==> src/hdl/rtsf_pkg.sv <==
// rtsf_pkg: shared types, constants and register codes of the touch sample filter.
// No dependencies; every other file of the block imports it.
package rtsf_pkg;

	// burst shape
	localparam int BURST_LEN   = 5;
	localparam int TRIM_COUNT  = 1;
	localparam int SAMPLE_BITS = 12;

	localparam int CNT_W    = $clog2(BURST_LEN);
	localparam int KEEP_N   = (BURST_LEN > 2 * TRIM_COUNT) ? BURST_LEN - 2 * TRIM_COUNT : 1;
	localparam int KEEP_LO  = (BURST_LEN > 2 * TRIM_COUNT) ? TRIM_COUNT : BURST_LEN / 2;
	localparam int SUM_W    = SAMPLE_BITS + $clog2(KEEP_N);
	localparam int RECIP_K  = SUM_W + 4;
	localparam int RECIP_W  = RECIP_K + 1;
	localparam logic [RECIP_W-1:0] RECIP = RECIP_W'(((1 << RECIP_K) + KEEP_N - 1) / KEEP_N);
	localparam logic [CNT_W-1:0]   LAST_POS = CNT_W'(BURST_LEN - 1);

	// calibration arithmetic
	localparam int POS_W  = 16;
	localparam int GAIN_W = 18;
	localparam int OFS_W  = 16;
	localparam int WIN_W  = 12;
	localparam int PROD_W = GAIN_W + SAMPLE_BITS + 1;
	localparam int T_W    = ((PROD_W > OFS_W + POS_W) ? PROD_W : OFS_W + POS_W) + 1;

	typedef logic [SAMPLE_BITS-1:0]  sample_t;
	typedef logic [POS_W-1:0]        pos_t;
	typedef logic signed [GAIN_W-1:0] gain_t;
	typedef logic signed [OFS_W-1:0]  ofs_t;
	typedef logic [WIN_W-1:0]        win_t;

	// neighbor handoff between sort cells
	typedef struct packed {
		logic    valid;
		logic    keep;
		sample_t val;
	} rtsf_link_t;

	// scan order
	typedef enum logic [1:0] {
		BURST_X1 = 2'd0,
		BURST_Y1 = 2'd1,
		BURST_X2 = 2'd2,
		BURST_Y2 = 2'd3
	} burst_t;

	typedef enum logic [2:0] {
		ST_IDLE,
		ST_SUM,
		ST_DIV,
		ST_PAIR,
		ST_MUL,
		ST_CAL,
		ST_EMIT
	} state_t;

	// configuration map, one 32-bit word per register
	localparam int CFG_NUM = 6;
	localparam int ADDR_W  = $clog2(CFG_NUM * 4);
	localparam int REGI_W  = ADDR_W - 2;
	localparam logic [REGI_W-1:0] REG_RAW_MODE     = REGI_W'(0);
	localparam logic [REGI_W-1:0] REG_X_GAIN       = REGI_W'(1);
	localparam logic [REGI_W-1:0] REG_Y_GAIN       = REGI_W'(2);
	localparam logic [REGI_W-1:0] REG_X_OFFSET     = REGI_W'(3);
	localparam logic [REGI_W-1:0] REG_Y_OFFSET     = REGI_W'(4);
	localparam logic [REGI_W-1:0] REG_MATCH_WINDOW = REGI_W'(5);

	localparam gain_t X_GAIN_RST = -18'sd5839;
	localparam gain_t Y_GAIN_RST = -18'sd4463;
	localparam ofs_t  X_OFS_RST  = 16'sd340;
	localparam ofs_t  Y_OFS_RST  = 16'sd260;
	localparam win_t  WIN_RST    = 12'd50;

	localparam pos_t POS_IDLE = 16'hffff;

endpackage

==> src/hdl/rtsf_sort_cell.sv <==
// rtsf_sort_cell: one slot of the insertion sort row.
// Depends on rtsf_pkg.
module rtsf_sort_cell import rtsf_pkg::*; (
	input  logic       clk,
	input  logic       ins,
	input  logic       occupied,
	input  sample_t    din,
	input  rtsf_link_t left,
	output rtsf_link_t right,
	output sample_t    val
);
	sample_t val_q;
	logic    keep;

	// an occupied slot holding a value not above the new one stays put
	assign keep  = occupied && (val_q <= din);
	assign right = '{valid: occupied, keep: keep, val: val_q};
	assign val   = val_q;

	always_ff @(posedge clk) begin
		if (ins && !keep) begin
			if (left.valid && !left.keep) begin
				val_q <= left.val;
			end else begin
				val_q <= din;
			end
		end
	end
endmodule

==> src/hdl/rtsf_sort_chain.sv <==
// rtsf_sort_chain: row of sort cells that keeps a burst ordered, plus the trimmed sum.
// Depends on rtsf_pkg and rtsf_sort_cell.
module rtsf_sort_chain import rtsf_pkg::*; (
	input  logic             clk,
	input  logic             ins,
	input  logic [CNT_W-1:0] count,
	input  sample_t          din,
	output logic [SUM_W-1:0] trim_sum
);
	rtsf_link_t link [BURST_LEN];
	sample_t    vals [BURST_LEN];

	for (genvar i = 0; i < BURST_LEN; i++) begin : g_cell
		rtsf_link_t left;
		logic       occupied;

		assign occupied = CNT_W'(i) < count;
		if (i == 0) begin : g_head
			assign left = '0;
		end else begin : g_body
			assign left = link[i-1];
		end

		rtsf_sort_cell u_cell (
			.clk     (clk),
			.ins     (ins),
			.occupied(occupied),
			.din     (din),
			.left    (left),
			.right   (link[i]),
			.val     (vals[i])
		);
	end

	// middle slots only; min and max ends are dropped
	always_comb begin
		trim_sum = '0;
		for (int k = 0; k < KEEP_N; k++) begin
			trim_sum = trim_sum + SUM_W'(vals[KEEP_LO + k]);
		end
	end
endmodule

==> config.mk <==
export PLATFORM = sky130hd
export DESIGN_NAME = rtsf_sort_chain
export DESIGN_NICKNAME = d
export VERILOG_FILES = /design/src/hdl/rtsf_pkg.sv /design/src/hdl/rtsf_sort_cell.sv /design/src/hdl/rtsf_sort_chain.sv
export SDC_FILE = /design/constraint.sdc
export NUM_CORES = 1
export LEC_CHECK = 0
export ABC_CLOCK_PERIOD_IN_PS = 3250
export BUFFER_PORTS_ARGS = -buffer_cell sky130_fd_sc_hd__buf_2
export CAP_MARGIN = 10
export CORE_MARGIN = 5
export CORE_UTILIZATION = 40
export CTS_CLUSTER_DIAMETER = 150
export DETAILED_ROUTE_END_ITERATION = 6
export GPL_TIMING_DRIVEN = 0
export PLACE_DENSITY = 0.7
export SLEW_MARGIN = 40
export SYNTH_ARGS = -nofsm -noshare
export SYNTH_HDL_FRONTEND = slang
export SYNTH_HIERARCHICAL = 1
export SYNTH_SLANG_ARGS = --single-unit
==> constraint.sdc <==
create_clock -name clk -period 3.25 [get_ports clk]
set_input_delay 0.4875 -clock clk [delete_from_list [all_inputs] [get_ports clk]]
set_output_delay 0.4875 -clock clk [all_outputs]
set_load 0.02 [all_outputs]
# ---- Yosys cells after proc, flatten, opt, wreduce, memory -nomap -nowiden
# Index checks and enable logic that the tools add are counted.
dict set report word_totals {
  register_bits 48
  in_bits 17
  out_inout_bits 14
  elab_cells 32
}
dict set report op_classes {
  n_addsub 2
  order_cmp 8
  n_mux 3
  reduce_logical 15
}
# operator n
set op_table {}
lappend op_table {{12-bit <= comparator} 4}
lappend op_table {{12-bit 2-to-1 mux} 3}
lappend op_table {{13-bit by 12-bit adder with 14-bit output} 1}
lappend op_table {{12-bit by 12-bit adder with 13-bit output} 1}
lappend op_table {{1-bit logical AND} 11}
lappend op_table {{1-bit by 3-bit less-than comparator with 1-bit output (first input constant)} 2}
lappend op_table {{2-bit by 3-bit less-than comparator with 1-bit output (first input constant)} 2}
lappend op_table {{1-bit logical NOT} 4}

# ---- Depth between registers and ports, before layout
# Gate-level depths: netlist of the first run.
dict set report depth {
  depth_word 5
  ltp_mapped 15
  ltp_nobuf 14
}

# ---- Hierarchy
# The synthesis of the first run kept the hierarchy.
# module n_inst cells_each area_per_inst_um2 seq_area_each_um2
set by_module_without_submodules {}
lappend by_module_without_submodules {rtsf_sort_cell 4 87 952.2 360.3}
lappend by_module_without_submodules {rtsf_sort_chain 1 146 1088.5 0.0}

# ---- Worst setup path before layout of the first run
# Ideal clock, no wire load.
dict set report synth_path {
  path_kind {register to output}
  start {register g_cell[2].u_cell.val_q[0]}
  end {output trim_sum[11]}
  t_arrival_ns 3.098
  t_required_ns 2.762
  setup_slack_ns -0.336
  stages_incl_launch_ff 16
  n_path_buf 1
  cell_sequence {edfxtp_1 -> buf_4 -> ha_1 -> inv_1 -> fa_1 -> nand2b_1 -> a21oi_1 -> o21a_1 -> o31a_1 -> xor2_1 -> ha_1 -> a21oi_1 -> inv_1 -> a41oi_1 -> o21ai_0 -> xnor2_1}
}
dict set report synth_between {
  elab_chain_len 2
}
# element line
set synth_lines {}
lappend synth_lines {{start, declared} rtsf_sort_cell.sv:12} ;# sample_t val_q;
lappend synth_lines {{start signal, assigned} rtsf_sort_cell.sv:23} ;# val_q <= left.val;
lappend synth_lines {{start signal, assigned} rtsf_sort_cell.sv:25} ;# val_q <= din;
lappend synth_lines {{12-bit by 12-bit adder with 13-bit output} rtsf_sort_chain.sv:39} ;# trim_sum = trim_sum + SUM_W'(vals[KEEP_LO + k]);
lappend synth_lines {{13-bit by 12-bit adder with 14-bit output} rtsf_sort_chain.sv:39}
lappend synth_lines {{end, declared} rtsf_sort_chain.sv:8} ;# output logic [SUM_W-1:0] trim_sum
# Every way passes these cells.

# ---- Final worst setup path of the first run
dict set report layout_path {
  start {register g_cell[1].u_cell.val_q[3]}
  end {output trim_sum[11]}
}
dict set report layout_between {
  elab_chain_len 2
}
# element line
set layout_lines {}
lappend layout_lines {{start, declared} rtsf_sort_cell.sv:12}
lappend layout_lines {{start signal, assigned} rtsf_sort_cell.sv:23}
lappend layout_lines {{start signal, assigned} rtsf_sort_cell.sv:25}
lappend layout_lines {{12-bit by 12-bit adder with 13-bit output} rtsf_sort_chain.sv:39}
lappend layout_lines {{13-bit by 12-bit adder with 14-bit output} rtsf_sort_chain.sv:39}
# Every way passes these cells.

==> results of run 1 <==
==> power groups by stage <==
stage | logic (W) | registers [W] | clock network, W
global placement | 0.00155 | 0.000825 | 0
global route | 0.00234 | 0.000826 | 0.000534
finish | 0.00218 | 0.000820 | 0.000497
floorplan | 0.00125 | 0.000808 | 0
detailed placement | 0.00162 | 0.000827 | 0
CTS | 0.00191 | 0.000813 | 0.000506
==> layout make-up <==
type	instances	share of cell area
Multi-Input combinational cell	333	0.541
Sequential cell	48	0.238
Timing Repair Buffer	70	0.0822
Buffer	37	0.0458
Inverter	65	0.0403
Tap cell	147	0.0303
Clock buffer	5	0.0206
Clock inverter	3	0.00227
==> per-stage QoR <==
step / worst slack [ns] / cells / util / TNS, ns
final: -0.504 / 708 / 0.511 / -3.27
after global routing: -0.693 / 708 / 0.511 / -4.62
after CTS: -0.500 / 699 / 0.487 / -2.70
after detailed placement: -0.394 / 673 / 0.450 / -1.74
after global placement: -0.316 / 669 / 0.442 / -4.11
after floorplan: -0.120 / 492 / - / -0.212
==> worst paths after layout <==
kind	startpoint	end	slack, ns
setup / recovery	g_cell[1].u_cell/val[3]	trim_sum[11]	-0.50
setup reg to reg	g_cell[2].u_cell/val[1]	g_cell[3].u_cell/val[1]	0.54
hold / removal	g_cell[0].u_cell/val[5]	g_cell[1].u_cell/val[5]	0.59
hold reg to reg	g_cell[0].u_cell/val[5]	g_cell[1].u_cell/val[5]	0.59
==> per-layer routing <==
layer | global-route usage | routed length [µm]
met1 | 0.181 | 4640
met2 | 0.298 | 5860
met3 | 0.0176 | 326
met4 | 0.0429 | 224
met5 | 0 | 0
==> repair_timing <==
| action | CTS | global route |
|---|---|---|
| setup endpoints to repair | 10 | 10 |
| gates resized for setup | 35 | 42 |
| pin swaps | 27 | 34 |
| setup buffers | 22 | 15 |
==> placed cells by master (no fill, tap or decap), types with 3 or more instances in the layout <==
master and count:
buf_2 20, ha_1 63, o22ai_1 5, edfxtp_1 48, nand3_1 9, clkbuf_16 5
a311oi_4 4, nand2b_1 8, nand4_1 4, inv_1 61, nand2b_4 6, nor2_1 14
o211ai_1 4, inv_2 4, conb_1 14, buf_4 81, nand2_2 3, xnor2_2 4
nor4_2 5, xor2_1 4, o21ai_1 6, a21oi_4 3, mux2_2 48, nand2_1 19
nor3_1 3, buf_6 6, nand4_2 4, xnor2_1 10, a21oi_1 26, o21ai_0 5
a31o_2 5, ha_4 9, a21oi_2 10, a21o_1 5
==> flow_summary.toml, run 1 <==
[grt]
grt-ovfl-total = 0
grt_max_degree = 15
grt_pass1_vias = 3875
grt_first_pass_wirelength_mm = 18.3
grt_antenna_before_repair = 0
grt_usage = 0.155

[sta]
rsz0062_at_grt = "yes"
setup_violations = 9
timing_hold_violations_final = 0
worst_slack_ns = -0.504
slew_violations = 0
period_minus_slack_ns = 3.75
fmax_ghz = 0.266
post-route-period-util = 1.16
hold_slack_ns = 0.588
fin_skew_ns = 0.00416

[logic_synthesis]
yosys_warnings = 6
syn-cell-area_um2 = 4780
syn_inst = 479
post_synth.cell_area_avg_um2 = 9.99

[clock_network]
cts_tree = "yes"
cts_hold_buf = 0
cts_buffers = 5
root_buffer = "clkbuf_16"
insertion_delay_ns = 0.29
ctsLongestPathBuffers = 2
clk_pin_slew_ns = 0.06
cts_sinks = 48
ctsHtreeMaxLevel = 2

[setup_path]
crit_chain = "ha_4, o211ai_1, a21oi_4, o21a_1, o31a_1, xor2_1, ha_1, a21oi_2, inv_1, a41oi_2, o21ai_2, xnor2_2, buf_4"
slowest_delay_ns = 0.48
arrival_ns = 3.27
critPathBufInv = 2
critical_path.slowest_cell = "edfxtp_1"
end_kind = "output pin"
r2r_cells = 11
crit_family = "compound AO/OA/AOI/OAI gates"
path_depth = 13
crit_required_ns = 2.76
cp-start-kind = "flip-flop"
cp_max_fo = 5
path_class = "reg2out"

[outcome]
violations = "setup timing"
outcome = "finished, violations left"

[power]
irDropWorstVdd_v = 0.000220
intPower_w = 0.00213
pwr-share-comb = 0.623
leakagePower_nw = 2.71
swShare = 0.392
p_total_w = 0.00350
p_seq_frac = 0.234
clockPowerShare = 0.142
p_sw_w = 0.00137
powerDensity_nw_per_um2 = 577

[final_layout]
fin_area_um2 = 6060
area_growth_pct = 26.7
multi_input_area_um2 = 3280
antenna_cells = 0
register_area_um2 = 1440
final_layout_size_suffix_gt1_frac = 0.433
largest_reg_flops = 48
fillers = 1047
nNetsFinal = 652

[placed_design]
dpl_cell_area_um2 = 5340
io_buffer_count = 30
place.gp.congestion = 0.895
dp.final_hpwl_mm = 8.66

[drt]
dr.pass1.iters = 4
wl_per_cell_um = 15.6
ant_nets = 0
vias = 3648
drt_wl_total_mm = 11.1
drc = 0
drt_iter0_markers = 108
vias_per_cell = 5.15

[flow_run]
max-cap-violations = 0

[floorplan]
io_pins = 31
rows = 40
start_util = 0.403
core_um2 = 11900
die_h_um = 119
die_area_um2 = 14200
chipWidth_um = 119

[hold_path]
holdPathStages = 1
worstHoldPathType = "reg2reg"
Power figures use the tool's default switching activity.
==> run 2, diff against run 1 <==
- ABC_CLOCK_PERIOD_IN_PS: 3250 -> 3410
- BUFFER_PORTS_ARGS: -buffer_cell sky130_fd_sc_hd__buf_2 -> not set
- DONT_BUFFER_PORTS: not set -> 1
- PLACE_DENSITY: 0.7 -> 0.67
- clock period: 3.25 -> 3.41 ns (I/O delays scaled with it)
==> flow_summary.toml, run 2 (synthesis gave the netlist of run 1 again) <==
[power]
leakagePower_nw = 2.64
p_total_w = 0.00340
clockPowerShare = 0.159
p_sw_w = 0.00135
swShare = 0.399
powerDensity_nw_per_um2 = 565
irDropWorstVdd_v = 0.000234
p_seq_frac = 0.228
pwr-share-comb = 0.613
intPower_w = 0.00204

[final_layout]
antenna_cells = 0
fin_util = 0.507
multi_input_area_um2 = 3340
area_growth_pct = 25.7
mostFrequentLayoutCells = "buf_4, inv_1, ha_1"
nNetsFinal = 627
register_area_um2 = 1440
final_layout_size_suffix_gt1_frac = 0.405
largest_reg_flops = 48
fin_area_um2 = 6010
fillers = 1062
layout_commonest_cell = "buf_4"

[drt]
wl_per_cell_um = 16.1
ant_nets = 0
drt_iter0_markers = 130
drc = 0
vias_per_cell = 5.16
drt_wl_total_mm = 11.0
dr.pass1.iters = 4
vias = 3526

[floorplan]
start_util = 0.403
rows = 40
core_um2 = 11900
die_h_um = 119
io_pins = 31
chipWidth_um = 119
die_area_um2 = 14200

[clock_network]
cts_tree = "yes"
ctsHtreeMaxLevel = 2
root_buffer = "clkbuf_16"
ctsLongestPathBuffers = 2
cts_hold_buf = 0
insertion_delay_ns = 0.28
cts_sinks = 48
clk_pin_slew_ns = 0.06
cts_buffers = 5

[grt]
grt_max_degree = 15
grt_antenna_before_repair = 0
grt_usage = 0.150
grt-ovfl-total = 0
grt_pass1_vias = 3659
grt_first_pass_wirelength_mm = 17.5

[sta]
post-route-period-util = 1.14
worst_slack_ns = -0.461
fmax_ghz = 0.258
slew_violations = 0
setup_violations = 8
worstMarginPinSlew_ns = 0.509
max_slew_margin = 0.658
rsz0062_at_grt = "yes"
period_minus_slack_ns = 3.87
fin_setup_tns_ns = -2.50
timing_hold_violations_final = 0
fin_skew_ns = 0.00278

[setup_path]
cp_max_fo = 3
cp-endpoint = "trim_sum[11]"
worst_r2r_startpoint = "g_cell[2].u_cell/val[5]"
crit_chain = "ha_4, inv_2, fa_2, nand2b_4, a21oi_4, o21a_1, o31a_1, xor2_1, ha_1, a21oi_2, inv_1, a41oi_2, o21ai_2, xnor2_2"
arrival_ns = 3.36
end_kind = "output pin"
crit_start = "g_cell[1].u_cell/val[0]"
crit_required_ns = 2.90
slowest_delay_ns = 0.49
r2r_cells = 9
path_class = "reg2out"
cp-start-kind = "flip-flop"
critical_path.slowest_cell = "edfxtp_1"
reg2reg_to = "g_cell[3].u_cell/val[6]"
rrSetupSlack_ns = 0.67

[placed_design]
dpl_cell_area_um2 = 5150
dp.final_hpwl_mm = 8.30
post-place-ws_ns = -0.325
io_buffer_count = 0
place.gp.congestion = 0.882

[outcome]
violations = "setup timing"
outcome = "finished, violations left"

[hold_path]
worstHoldPathType = "in2reg"

[flow_run]
max-cap-violations = 0
[run 2: cell type report]
class,count,area share
buffer,42,0.0525
sequential,48,0.240
multi-input combinational,333,0.556
clock buffer,5,0.0208
inverter,65,0.0406
timing repair buffer,40,0.0537
clock inverter,3,0.00624
tap,147,0.0306
[run 2: per-stage QoR]
step,hold slack [ns],std cells
after floorplan,0.552,492
after global placement,0.573,639
after detailed placement,0.571,643
after CTS,0.438,675
after global routing,0.432,683
final,0.446,683
[run 2: what timing repair did]
| action | CTS | global route |
|---|---|---|
| resized for setup | 50 | 31 |
| pin swaps | 30 | 30 |
| endpoints found under the setup margin | 9 | 9 |
| buffers inserted | 29 | 8 |
[run 2: worst max-delay path, delay by kind of cell (launching register included)]
family                   cells  cell delay [ns]
AO/OA/AOI/OAI                6             1.11
flip-flops                   1             0.49
AND/OR/NAND/NOR              1             0.14
buffers and inverters        2             0.13
adder cells (fa/ha/maj)      3             0.76
XOR/XNOR                     2             0.45
[run 2: how the worst min path moves through the flow]
stage               slack [ns]                    start                 endpoint  depth (start not counted)
global placement          0.57  g_cell[0].u_cell/val[4]  g_cell[1].u_cell/val[4]                          1
finish                    0.45                   din[3]  g_cell[0].u_cell/val[3]                          1
global route              0.43                   din[4]  g_cell[3].u_cell/val[4]                          1
CTS                       0.44                   din[3]  g_cell[2].u_cell/val[3]                          1
floorplan                 0.55  g_cell[0].u_cell/val[0]  g_cell[1].u_cell/val[0]                          1
detailed placement        0.57  g_cell[0].u_cell/val[0]  g_cell[1].u_cell/val[0]                          1
[run 2: layer usage]
layer  wire length, µm  GRT usage
met1              4610      0.174
met4               176     0.0401
met2              5890      0.285
met3               335     0.0237
met5                 0          0
[run 2: power by group through the flow]
stage / Combinational (W) / Clock, W / Sequential [W]
after floorplan: 0.00118 / 0 / 0.000770
after global placement: 0.00133 / 0 / 0.000786
after detailed placement: 0.00139 / 0 / 0.000786
after CTS: 0.00179 / 0.000559 / 0.000774
after global routing: 0.00222 / 0.000583 / 0.000780
final: 0.00208 / 0.000540 / 0.000774
