**config.mk**
```make
export PLATFORM = sky130hd
export DESIGN_NAME = rtsf_calib
export DESIGN_NICKNAME = d
export VERILOG_FILES = /design/src/hdl/rtsf_pkg.sv /design/src/hdl/rtsf_calib.sv
export SDC_FILE = /design/constraint.sdc
export NUM_CORES = 1
export LEC_CHECK = 0
export ABC_AREA = 1
export BUFFER_PORTS_ARGS = -buffer_cell sky130_fd_sc_hd__clkbuf_2
export CAP_MARGIN = 20
export CORE_MARGIN = 5
export CORE_UTILIZATION = 65
export CTS_CLUSTER_SIZE = 30
export DETAILED_ROUTE_END_ITERATION = 6
export HOLD_SLACK_MARGIN = 0.15
export PLACE_DENSITY = 0.95
export SLEW_MARGIN = 20
export SYNTH_ARGS = -nofsm -noshare
export SYNTH_HDL_FRONTEND = slang
export SYNTH_SLANG_ARGS = --single-unit
```
**constraint.sdc**
```tcl
create_clock -name clk -period 10.76 [get_ports clk]
set_input_delay 1.614 -clock clk [delete_from_list [all_inputs] [get_ports clk]]
set_output_delay 1.614 -clock clk [all_outputs]
set_load 0.05 [all_outputs]
```
**src/hdl/rtsf_pkg.sv**
```systemverilog
// rtsf_pkg: shared types, constants and register codes of the touch sample filter.
// No dependencies; every other file of the block imports it.
package rtsf_pkg;

	// burst shape
	localparam int BURST_LEN   = 5;
	localparam int TRIM_COUNT  = 1;
	localparam int SAMPLE_BITS = 12;

	localparam int CNT_W    = $clog2(BURST_LEN);
	localparam int KEEP_N   = (BURST_LEN > 2 * TRIM_COUNT) ? BURST_LEN - 2 * TRIM_COUNT : 1;
	localparam int KEEP_LO  = (BURST_LEN > 2 * TRIM_COUNT) ? TRIM_COUNT : BURST_LEN / 2;
	localparam int SUM_W    = SAMPLE_BITS + $clog2(KEEP_N);
	localparam int RECIP_K  = SUM_W + 4;
	localparam int RECIP_W  = RECIP_K + 1;
	localparam logic [RECIP_W-1:0] RECIP = RECIP_W'(((1 << RECIP_K) + KEEP_N - 1) / KEEP_N);
	localparam logic [CNT_W-1:0]   LAST_POS = CNT_W'(BURST_LEN - 1);

	// calibration arithmetic
	localparam int POS_W  = 16;
	localparam int GAIN_W = 18;
	localparam int OFS_W  = 16;
	localparam int WIN_W  = 12;
	localparam int PROD_W = GAIN_W + SAMPLE_BITS + 1;
	localparam int T_W    = ((PROD_W > OFS_W + POS_W) ? PROD_W : OFS_W + POS_W) + 1;

	typedef logic [SAMPLE_BITS-1:0]  sample_t;
	typedef logic [POS_W-1:0]        pos_t;
	typedef logic signed [GAIN_W-1:0] gain_t;
	typedef logic signed [OFS_W-1:0]  ofs_t;
	typedef logic [WIN_W-1:0]        win_t;

	// neighbor handoff between sort cells
	typedef struct packed {
		logic    valid;
		logic    keep;
		sample_t val;
	} rtsf_link_t;

	// scan order
	typedef enum logic [1:0] {
		BURST_X1 = 2'd0,
		BURST_Y1 = 2'd1,
		BURST_X2 = 2'd2,
		BURST_Y2 = 2'd3
	} burst_t;

	typedef enum logic [2:0] {
		ST_IDLE,
		ST_SUM,
		ST_DIV,
		ST_PAIR,
		ST_MUL,
		ST_CAL,
		ST_EMIT
	} state_t;

	// configuration map, one 32-bit word per register
	localparam int CFG_NUM = 6;
	localparam int ADDR_W  = $clog2(CFG_NUM * 4);
	localparam int REGI_W  = ADDR_W - 2;
	localparam logic [REGI_W-1:0] REG_RAW_MODE     = REGI_W'(0);
	localparam logic [REGI_W-1:0] REG_X_GAIN       = REGI_W'(1);
	localparam logic [REGI_W-1:0] REG_Y_GAIN       = REGI_W'(2);
	localparam logic [REGI_W-1:0] REG_X_OFFSET     = REGI_W'(3);
	localparam logic [REGI_W-1:0] REG_Y_OFFSET     = REGI_W'(4);
	localparam logic [REGI_W-1:0] REG_MATCH_WINDOW = REGI_W'(5);

	localparam gain_t X_GAIN_RST = -18'sd5839;
	localparam gain_t Y_GAIN_RST = -18'sd4463;
	localparam ofs_t  X_OFS_RST  = 16'sd340;
	localparam ofs_t  Y_OFS_RST  = 16'sd260;
	localparam win_t  WIN_RST    = 12'd50;

	localparam pos_t POS_IDLE = 16'hffff;

endpackage

```
**src/hdl/rtsf_calib.sv**
```systemverilog
// rtsf_calib: gain * value / 65536 + offset, truncated toward zero, clamped to 0..65535.
// Depends on rtsf_pkg.
module rtsf_calib import rtsf_pkg::*; (
	input  logic    clk,
	input  logic    load,
	input  sample_t v,
	input  gain_t   gain,
	input  ofs_t    offset,
	output pos_t    cal
);
	localparam logic signed [T_W-1:0] LOW_MASK = T_W'((1 << POS_W) - 1);
	localparam logic signed [T_W-1:0] POS_MAX  = T_W'((1 << POS_W) - 1);

	logic signed [PROD_W-1:0] prod_s1;
	ofs_t                     ofs_s1;
	logic signed [T_W-1:0]    t;
	logic signed [T_W-1:0]    biased;
	logic signed [T_W-1:0]    q;

	always_ff @(posedge clk) begin
		if (load) begin
			prod_s1 <= gain * $signed({1'b0, v});
			ofs_s1  <= offset;
		end
	end

	always_comb begin
		t      = T_W'(prod_s1) + (T_W'(ofs_s1) <<< POS_W);
		// negative values round up before the shift so the result truncates toward zero
		biased = t + (t[T_W-1] ? LOW_MASK : '0);
		q      = biased >>> POS_W;
		if (q[T_W-1]) begin
			cal = '0;
		end else if (q > POS_MAX) begin
			cal = '1;
		end else begin
			cal = q[POS_W-1:0];
		end
	end
endmodule

```
After elaboration in Yosys (flattened, before gate mapping). Index checks and enable logic that the tools add are counted. W data, S select, Z words.

Register bits after elaboration: 47. Output and inout port bits: 16. Bits of input ports: 48. Logic and storage cells: 9.

Multiplexer cells: 3. $add $sub $neg: 2. Multipliers: 1. Magnitude comparators: 1.

Operators with widths (count): $mux W16 (3); $add A31 B32 Y33 (1); $add A33 B16 Y33 (1); $mul A18 B13 Y31 (1); $gt A17 B17 Y1 const B (1).

Longest topological paths before layout. Gate-level depths: netlist of the first run.

Word-level depth: 6. Gate-level depth with buffers: 27. Gate-level depth less buffers: 26.

Least setup slack after synthesis of the first run. OpenSTA, ideal clock, no wires.

Path kind: input to register. Start: in gain[17]. End: reg prod_s1[30], data pin. Stages: 23. Library setup time: 0.252 ns. Data arrival time: 6.529 ns. Path slack: 3.979 ns. Cells stage by stage: clkbuf_1 > nand2_1 > inv_1 > fa_1 > fa_1 > fa_1 > inv_1 > fa_1 > fa_1 > inv_1 > ha_1 > nand2_1 > nor2_1 > and2_1 > nand4_1 > nand3_1 > a21o_1 > a21oi_1 > o21ai_0 > a21oi_1 > inv_1 > nand2_1 > nand2_1.

Longest elaborated chain between the ends: 1.

RTL lines: from (decl) (RTL line rtsf_calib.sv:7) `input gain_t gain,`; $mul A18 B13 Y31 (RTL line rtsf_calib.sv:22) `prod_s1 <= gain * $signed({1'b0, v});`; to (signal assigned) (RTL line rtsf_calib.sv:22); to (decl) (RTL line rtsf_calib.sv:14) `logic signed [PROD_W-1:0] prod_s1;`.

No other way between the ends. A chain may end at the register's enable or synchronous reset.

Worst setup path in the final report of the first run.
Start: in v[1]. End: reg prod_s1[30], data pin.

Longest elaborated chain between the ends: 1.

RTL lines: from (decl) (RTL line rtsf_calib.sv:6) `input sample_t v,`; $mul A18 B13 Y31 (RTL line rtsf_calib.sv:22).

No other way between the ends.

==> results of run 1 <==
worst max-delay path, stage by stage:
cell                       delay [ns]
sky130_fd_sc_hd__clkbuf_2        0.34
sky130_fd_sc_hd__nand2_1         0.18
sky130_fd_sc_hd__inv_1           0.16
sky130_fd_sc_hd__fa_1            0.49
sky130_fd_sc_hd__fa_1            0.92
sky130_fd_sc_hd__fa_1            0.53
sky130_fd_sc_hd__inv_1           0.08
sky130_fd_sc_hd__fa_1            0.43
sky130_fd_sc_hd__fa_1            0.54
sky130_fd_sc_hd__inv_1           0.04
sky130_fd_sc_hd__ha_1            0.34
sky130_fd_sc_hd__nand2_1         0.14
sky130_fd_sc_hd__nor2_1          0.08
sky130_fd_sc_hd__and2_1          0.16
sky130_fd_sc_hd__nand4_1         0.07
sky130_fd_sc_hd__nand3_1         0.12
sky130_fd_sc_hd__a21o_1          0.21
sky130_fd_sc_hd__a21oi_1         0.21
sky130_fd_sc_hd__o21ai_0         0.12
sky130_fd_sc_hd__a21oi_1         0.17
sky130_fd_sc_hd__inv_1           0.06
sky130_fd_sc_hd__nand2_1         0.05
sky130_fd_sc_hd__nand2_1         0.04
metrics by stage:
step                      util, %  setup WS, ns
after CTS                    69.7          3.71
final                        69.7          3.70
after global routing         69.7          3.31
after global placement       68.7          3.69
after detailed placement     68.7          3.40
after floorplan                 -          3.98
layer usage:
| layer | track usage, % | part of all wire (%) | vias to the layer above |
|---|---|---|---|
| met3 | 4.09 | 6.8 | 95 |
| met4 | 10.4 | 3.5 | 0 |
| met5 | 0 | 0 | - |
| li1 | - | - | 4305 |
| met2 | 51.8 | 53 | 411 |
| met1 | 33.8 | 37 | 4515 |
Yosys cell counts (6+ instances only):
| cell | number | area [um^2] |
|---|---|---|
| sky130_fd_sc_hd__ha_1 | 102 | 1280 |
| sky130_fd_sc_hd__xor2_1 | 31 | 272 |
| sky130_fd_sc_hd__nand3_1 | 29 | 145 |
| sky130_fd_sc_hd__xnor2_1 | 16 | 140 |
| sky130_fd_sc_hd__inv_1 | 414 | 1550 |
| sky130_fd_sc_hd__nor2_2 | 12 | 75.1 |
| sky130_fd_sc_hd__fa_1 | 199 | 3980 |
| sky130_fd_sc_hd__nor2_1 | 53 | 199 |
| sky130_fd_sc_hd__edfxtp_1 | 47 | 1410 |
| sky130_fd_sc_hd__nand4_1 | 16 | 100 |
| sky130_fd_sc_hd__nand2_1 | 349 | 1310 |
| sky130_fd_sc_hd__clkbuf_1 | 42 | 158 |
| sky130_fd_sc_hd__a21oi_1 | 57 | 285 |
| sky130_fd_sc_hd__nand2_2 | 6 | 37.5 |
| sky130_fd_sc_hd__o21ai_0 | 34 | 170 |
worst paths after layout:
check,start,end
hold / removal,offset[6],ofs_s1[6]
setup / recovery,v[1],prod_s1[30]
cells by family after synthesis:
kind of cell | Yosys count | share of synthesized area [%]
AO/OA/AOI/OAI | 113 | 5.47
AND/OR/NAND/NOR | 480 | 17.3
XOR/XNOR | 49 | 3.87
flip-flops | 47 | 12.3
adder cells (fa/ha/maj) | 301 | 45.9
buffers and inverters | 459 | 15.2
registers in the layout, indices dropped and copies added (netlist names):
signal,count
prod_s1,31
ofs_s1,16
area by class of cell:
type                       count  area share [%]
sequential                    47            11.7
multi-input combinational    943            69.0
tap                          225            2.33
clock buffer                   5            1.04
inverter                     416            13.0
clock inverter                 3           0.363
timing repair buffer          63            2.62
==> flow_summary.yaml, run 1 <==
outcome:
  run_status: "complete, no violations"
drt:
  remaining_drc_errors: 0
  routed_wirelength_um: 27300
  vias: 9326
  wire_per_inst_um: 16.0
  dr.first_iter.drc_count: 733
  routed_via_density: 5.48
  detail-route-antenna-nets: 0
  first_pass_iters: 5
clocking:
  clock_path_buffers: 2
  cts_htree_levels: 2
  ctsResizeCount: 0
  cts_made_buffers: 5
  worst_setup_hold_path_clk_slew_ns: 0.06
  postCtsSetupBuffers: 0
  cts_hold_repair.buffers: 0
  clock_tree_from_tritoncts: "yes"
  clockRootBuffer: "sky130_fd_sc_hd__clkbuf_16"
  total_clock_sinks: 47
layout:
  final_design_area_no_fill_um2: 12100
  antenna-diode-count: 0
  num-fill-cells: 1244
  finalNonFillerCells: 1702
  most_frequent_cells_in_the_layout: "sky130_fd_sc_hd__inv_1 (414), sky130_fd_sc_hd__nand2_1 (349), sky130_fd_sc_hd__fa_1 (199), sky130_fd_sc_hd__ha_1 (102), sky130_fd_sc_hd__clkbuf_2 (62)"
  num-nets-final: 1825
  register_area_um2: 1410
  flow.area_growth_from_synthesis_pct: 5.13
  layout_commonest_cell: "sky130_fd_sc_hd__inv_1"
  multiInputGateArea_um2: 8320
  layout-drive-gt1-share_pct: 7.04
timing:
  setup_viol: 0
  fin_tns_setup_ns: 0
  report.final.slew_viol_count: 0
  final.hold.worst_slack_ns: 1.50
  timing.slew.headroom_pct: 28.9
  rsz0062_at_grt: "false"
  final_hold_viol_count: 0
  max_freq_mhz: 142
  post_route_fraction_of_the_period_consumed_by_the_critical_path_pct: 65.6
  tightestPinTransition_ns: 1.07
  fin_crit_ns: 7.06
synthesis:
  post_synthesis_net_count: 1798
  synthesis.yosys.warnings: 0
  post_synth_inst_count: 1449
  proportion_of_synthesized_chip_area_in_sequential_cells_pct: 12.3
  post_synth_instance_area_um2: 11500
  number_of_enable_flip_flop_cells_after_synthesis: 47
  synth.avg_cell_area_um2: 7.91
  postSynthRegisterBits: 47
  postSynth.topFlopCell: "sky130_fd_sc_hd__edfxtp_1"
  ys_types: 40
  async_flop_share_pct: 0
worst_hold_path:
  min_delay_path_depth: 1
  worst_hold_path_type: "in2reg"
place:
  placement.cell_area_um2: 11900
  placement.io_buffers: 63
  gp_routability_congestion: 0.902
  hpwl_um: 22600
  place_inst: 1694
die:
  std_cell_rows: 48
  core_area_um2: 17300
  starting_density_of_the_core_pct: 66.3
  die-area_um2: 20400
  floorplan.die.width_um: 143
  die_ht_um: 143
  io_pins: 64
global_route:
  grt_pass1_vias: 10315
  globalRouteOverflowTotal: 0
  largest_net_degree_at_the_start_of_global_routing: 48
  antenna_found_initial: 0
  grt_pass1_wl_um: 46900
  globalRouteTotalUtil_pct: 28.3
critical_path:
  timing.critical_path.arrival_ns: 7.11
  timing_worst_setup_path_type: "in2reg"
  required_ns: 10.81
  crit_path_max_fanout: 18
  cp-end-kind: "flop"
  worstSetupStartpointType: "input port"
flow_run:
  max_cap_violations: 0
Power of run 1 is left out: the tool's default activity adds up to more than one toggle a clock period on the data nets, which glitch-free logic cannot reach.
==> run 2: changes to the inputs <==
--- a/config.mk
+++ b/config.mk
@@ -5,15 +5,15 @@
 export SDC_FILE = /design/constraint.sdc
 export NUM_CORES = 1
 export LEC_CHECK = 0
-export ABC_AREA = 1
+export ABC_AREA = 0
 export BUFFER_PORTS_ARGS = -buffer_cell sky130_fd_sc_hd__clkbuf_2
 export CAP_MARGIN = 20
 export CORE_MARGIN = 5
-export CORE_UTILIZATION = 65
+export CORE_UTILIZATION = 58
 export CTS_CLUSTER_SIZE = 30
 export DETAILED_ROUTE_END_ITERATION = 6
 export HOLD_SLACK_MARGIN = 0.15
-export PLACE_DENSITY = 0.95
+export PLACE_DENSITY = 0.91
 export SLEW_MARGIN = 20
 export SYNTH_ARGS = -nofsm -noshare
 export SYNTH_HDL_FRONTEND = slang
==> constraint.sdc (replaced) <==
create_clock -name clk -period 6 [get_ports clk]
set_input_delay 0.9 -clock clk [delete_from_list [all_inputs] [get_ports clk]]
set_output_delay 0.9 -clock clk [all_outputs]
set_load 0.05 [all_outputs]
==> run 2 against run 1 <==
Against the previous run: hold slack got worse by 0.71 ns; die area rose by 8.9%; critical endpoint is now cal[12]; critical path depth fell by 2; critical path type is now reg2out; flip-flop and latch count did not move; cell count fell by 7.9%; synthesized cell count fell by 18%; worst setup slack got worse by 3.6 ns; core utilization fell by 2.3 points.
==> flow_summary.yaml, run 2 <==
timing:
  tightestPinTransition_ns: 1.00
  timing.slew.headroom_pct: 33.3
  setup_ws_final_ns: 0.138
  fin_crit_ns: 5.86
  max_freq_mhz: 171
  final_hold_viol_count: 0
  post_route_fraction_of_the_period_consumed_by_the_critical_path_pct: 97.7
  setup_viol: 0
  report.final.slew_viol_count: 0
critical_path:
  critical-path-top-cell-by-count: "sky130_fd_sc_hd__buf_4"
  crit_path_max_fanout: 9
  required_ns: 5.10
  worstSetupStartpointType: "flop"
  crit_path_cells: "ha_1, inv_1, fa_1, nor2b_2, o31ai_4, a211o_1, a31oi_4, o21bai_4, buf_4, ha_1, o21ai_0, a21oi_1, a221o_1, a211oi_1, buf_4, o31ai_4, nand3_4, nor4_4, buf_4, nor4b_4, buf_2"
  critical_path.top_delay_family: "compound AO/OA/AOI/OAI gates"
  critPathBufInv: 5
  cp-end-kind: "output pin"
  crit_slowest_cell: "sky130_fd_sc_hd__fa_1"
  timing_worst_setup_path_type: "reg2out"
  timing.critical_path.arrival_ns: 4.96
  critPathMaxStageDelay_ns: 0.43
drt:
  routed_via_density: 5.66
  routed_wirelength_um: 26400
  dr.first_iter.drc_count: 688
  wire_per_inst_um: 16.8
  detail-route-antenna-nets: 0
  vias: 8878
  first_pass_iters: 6
  remaining_drc_errors: 0
layout:
  layout_commonest_cell: "sky130_fd_sc_hd__inv_1"
  layout-drive-gt1-share_pct: 16.3
  top_register: "prod_s1"
  antenna-diode-count: 0
  finalNonFillerCells: 1568
  biggestRegsByFlops: "prod_s1: 31 flops, ofs_s1: 16 flops"
  final_design_area_no_fill_um2: 12700
  largest_reg_flops: 31
  num-nets-final: 1657
  num-fill-cells: 1367
  flow.area_growth_from_synthesis_pct: 13.6
  most_frequent_cells_in_the_layout: "sky130_fd_sc_hd__inv_1 (233), sky130_fd_sc_hd__fa_1 (198), sky130_fd_sc_hd__and2_1 (134), sky130_fd_sc_hd__nand2_1 (117), sky130_fd_sc_hd__ha_1 (100)"
place:
  placement.io_buffers: 63
  hpwl_um: 21600
  dp_worst_setup_slack_ns: -0.379
  place_inst: 1551
  placement.cell_area_um2: 12400
  gp_routability_congestion: 0.878
clocking:
  clock_path_buffers: 2
  clock_tree_from_tritoncts: "yes"
  cts_hold_repair.buffers: 0
  cts_made_buffers: 5
  total_clock_sinks: 47
  worst_setup_hold_path_clk_slew_ns: 0.06
  cts_htree_levels: 2
  clockRootBuffer: "sky130_fd_sc_hd__clkbuf_16"
die:
  starting_density_of_the_core_pct: 59.4
  core_area_um2: 18900
  floorplan.die.width_um: 149
  std_cell_rows: 50
  die-area_um2: 22200
  io_pins: 64
  die_ht_um: 149
outcome:
  run_status: "complete, no violations"
global_route:
  antenna_found_initial: 0
  largest_net_degree_at_the_start_of_global_routing: 48
  globalRouteOverflowTotal: 0
  grt_pass1_vias: 9622
  globalRouteTotalUtil_pct: 24.3
  grt_pass1_wl_um: 44600
synthesis:
  post_synth_inst_count: 1190
  postSynthRegisterBits: 47
  async_flop_share_pct: 0
  synthesis.yosys.warnings: 0
  synth.largest_area_cell: "sky130_fd_sc_hd__fa_1"
  synth.most_common_cell: "sky130_fd_sc_hd__inv_1"
  synthTopCellsByCount: "sky130_fd_sc_hd__inv_1 (233), sky130_fd_sc_hd__fa_1 (199), sky130_fd_sc_hd__and2_1 (134)"
  post_synth_instance_area_um2: 11200
  synth.avg_cell_area_um2: 9.43
  number_of_enable_flip_flop_cells_after_synthesis: 47
  ys_types: 73
  yosys-top-cells-area: "sky130_fd_sc_hd__fa_1 (36%), sky130_fd_sc_hd__edfxtp_1 (13%), sky130_fd_sc_hd__ha_1 (11%)"
  yosysTopAreaCellShare_pct: 35.5
  post_synthesis_net_count: 1539
  proportion_of_synthesized_chip_area_in_sequential_cells_pct: 12.6
  postSynth.topFlopCell: "sky130_fd_sc_hd__edfxtp_1"
worst_hold_path:
  worst_hold_path_type: "in2reg"
flow_run:
  max_cap_violations: 0
run 2: logic make-up (layout without fill, tap and decap cells):
| group | Yosys count | count (layout) | synth area share (%) |
|---|---|---|---|
| buffers and inverters | 276 | 393 | 9.37 |
| multiplexers | 3 | 3 | 0.268 |
| AO/OA/AOI/OAI | 153 | 154 | 9.93 |
| flip-flops | 47 | 47 | 12.6 |
| AND/OR/NAND/NOR | 370 | 370 | 17.8 |
| XOR/XNOR | 40 | 40 | 3.12 |
| adder cells (fa/ha/maj) | 301 | 301 | 46.9 |
run 2: final cells by class:
cell class              count  area, um^2  area share, %
multi-input cells         868        8960           70.4
clock buffers               5         125          0.982
repair buffers            153        1030           8.09
well taps                 260         325           2.55
clock inverters             2        8.76         0.0688
inverters                 233         875           6.87
flip-flops and latches     47        1410           11.1
run 2: metrics by stage:
stage                     TNS [ns]  hold WS [ns]  utilization [%]
after floorplan             -0.130         0.999                -
after global placement      -0.527          1.08             65.5
after detailed placement     -1.61          1.08             65.5
after CTS                        0         0.787             66.3
after global routing        -0.450         0.780             67.4
final                            0         0.788             67.4
run 2: repair_timing:
| action | CTS | global route |
|---|---|---|
| gates cloned | 0 | 1 |
| resized for setup | 2 | 40 |
| setup endpoints to repair | 7 | 22 |
| pin swaps | 0 | 8 |
| setup buffers | 0 | 9 |
run 2: metal layers:
metal | part of all wire (%) | global-route usage, % | routed length (um) | up-vias
met2 | 51 | 43.4 | 13500 | 347
met1 | 40 | 31.4 | 10600 | 4422
met4 | 3.1 | 7.00 | 817 | 0
met5 | 0 | 0 | 0 | -
li1 | - | - | - | 4029
met3 | 5.8 | 2.64 | 1530 | 80
run 2: final timing paths:
| check | from | end | cells past startpoint | slack [ns] |
|---|---|---|---|---|
| max | ofs_s1[0] | cal[12] | 21 | 0.14 |
| min | offset[15] | ofs_s1[15] | 1 | 0.79 |
Power of run 2 is left out for the same reason.
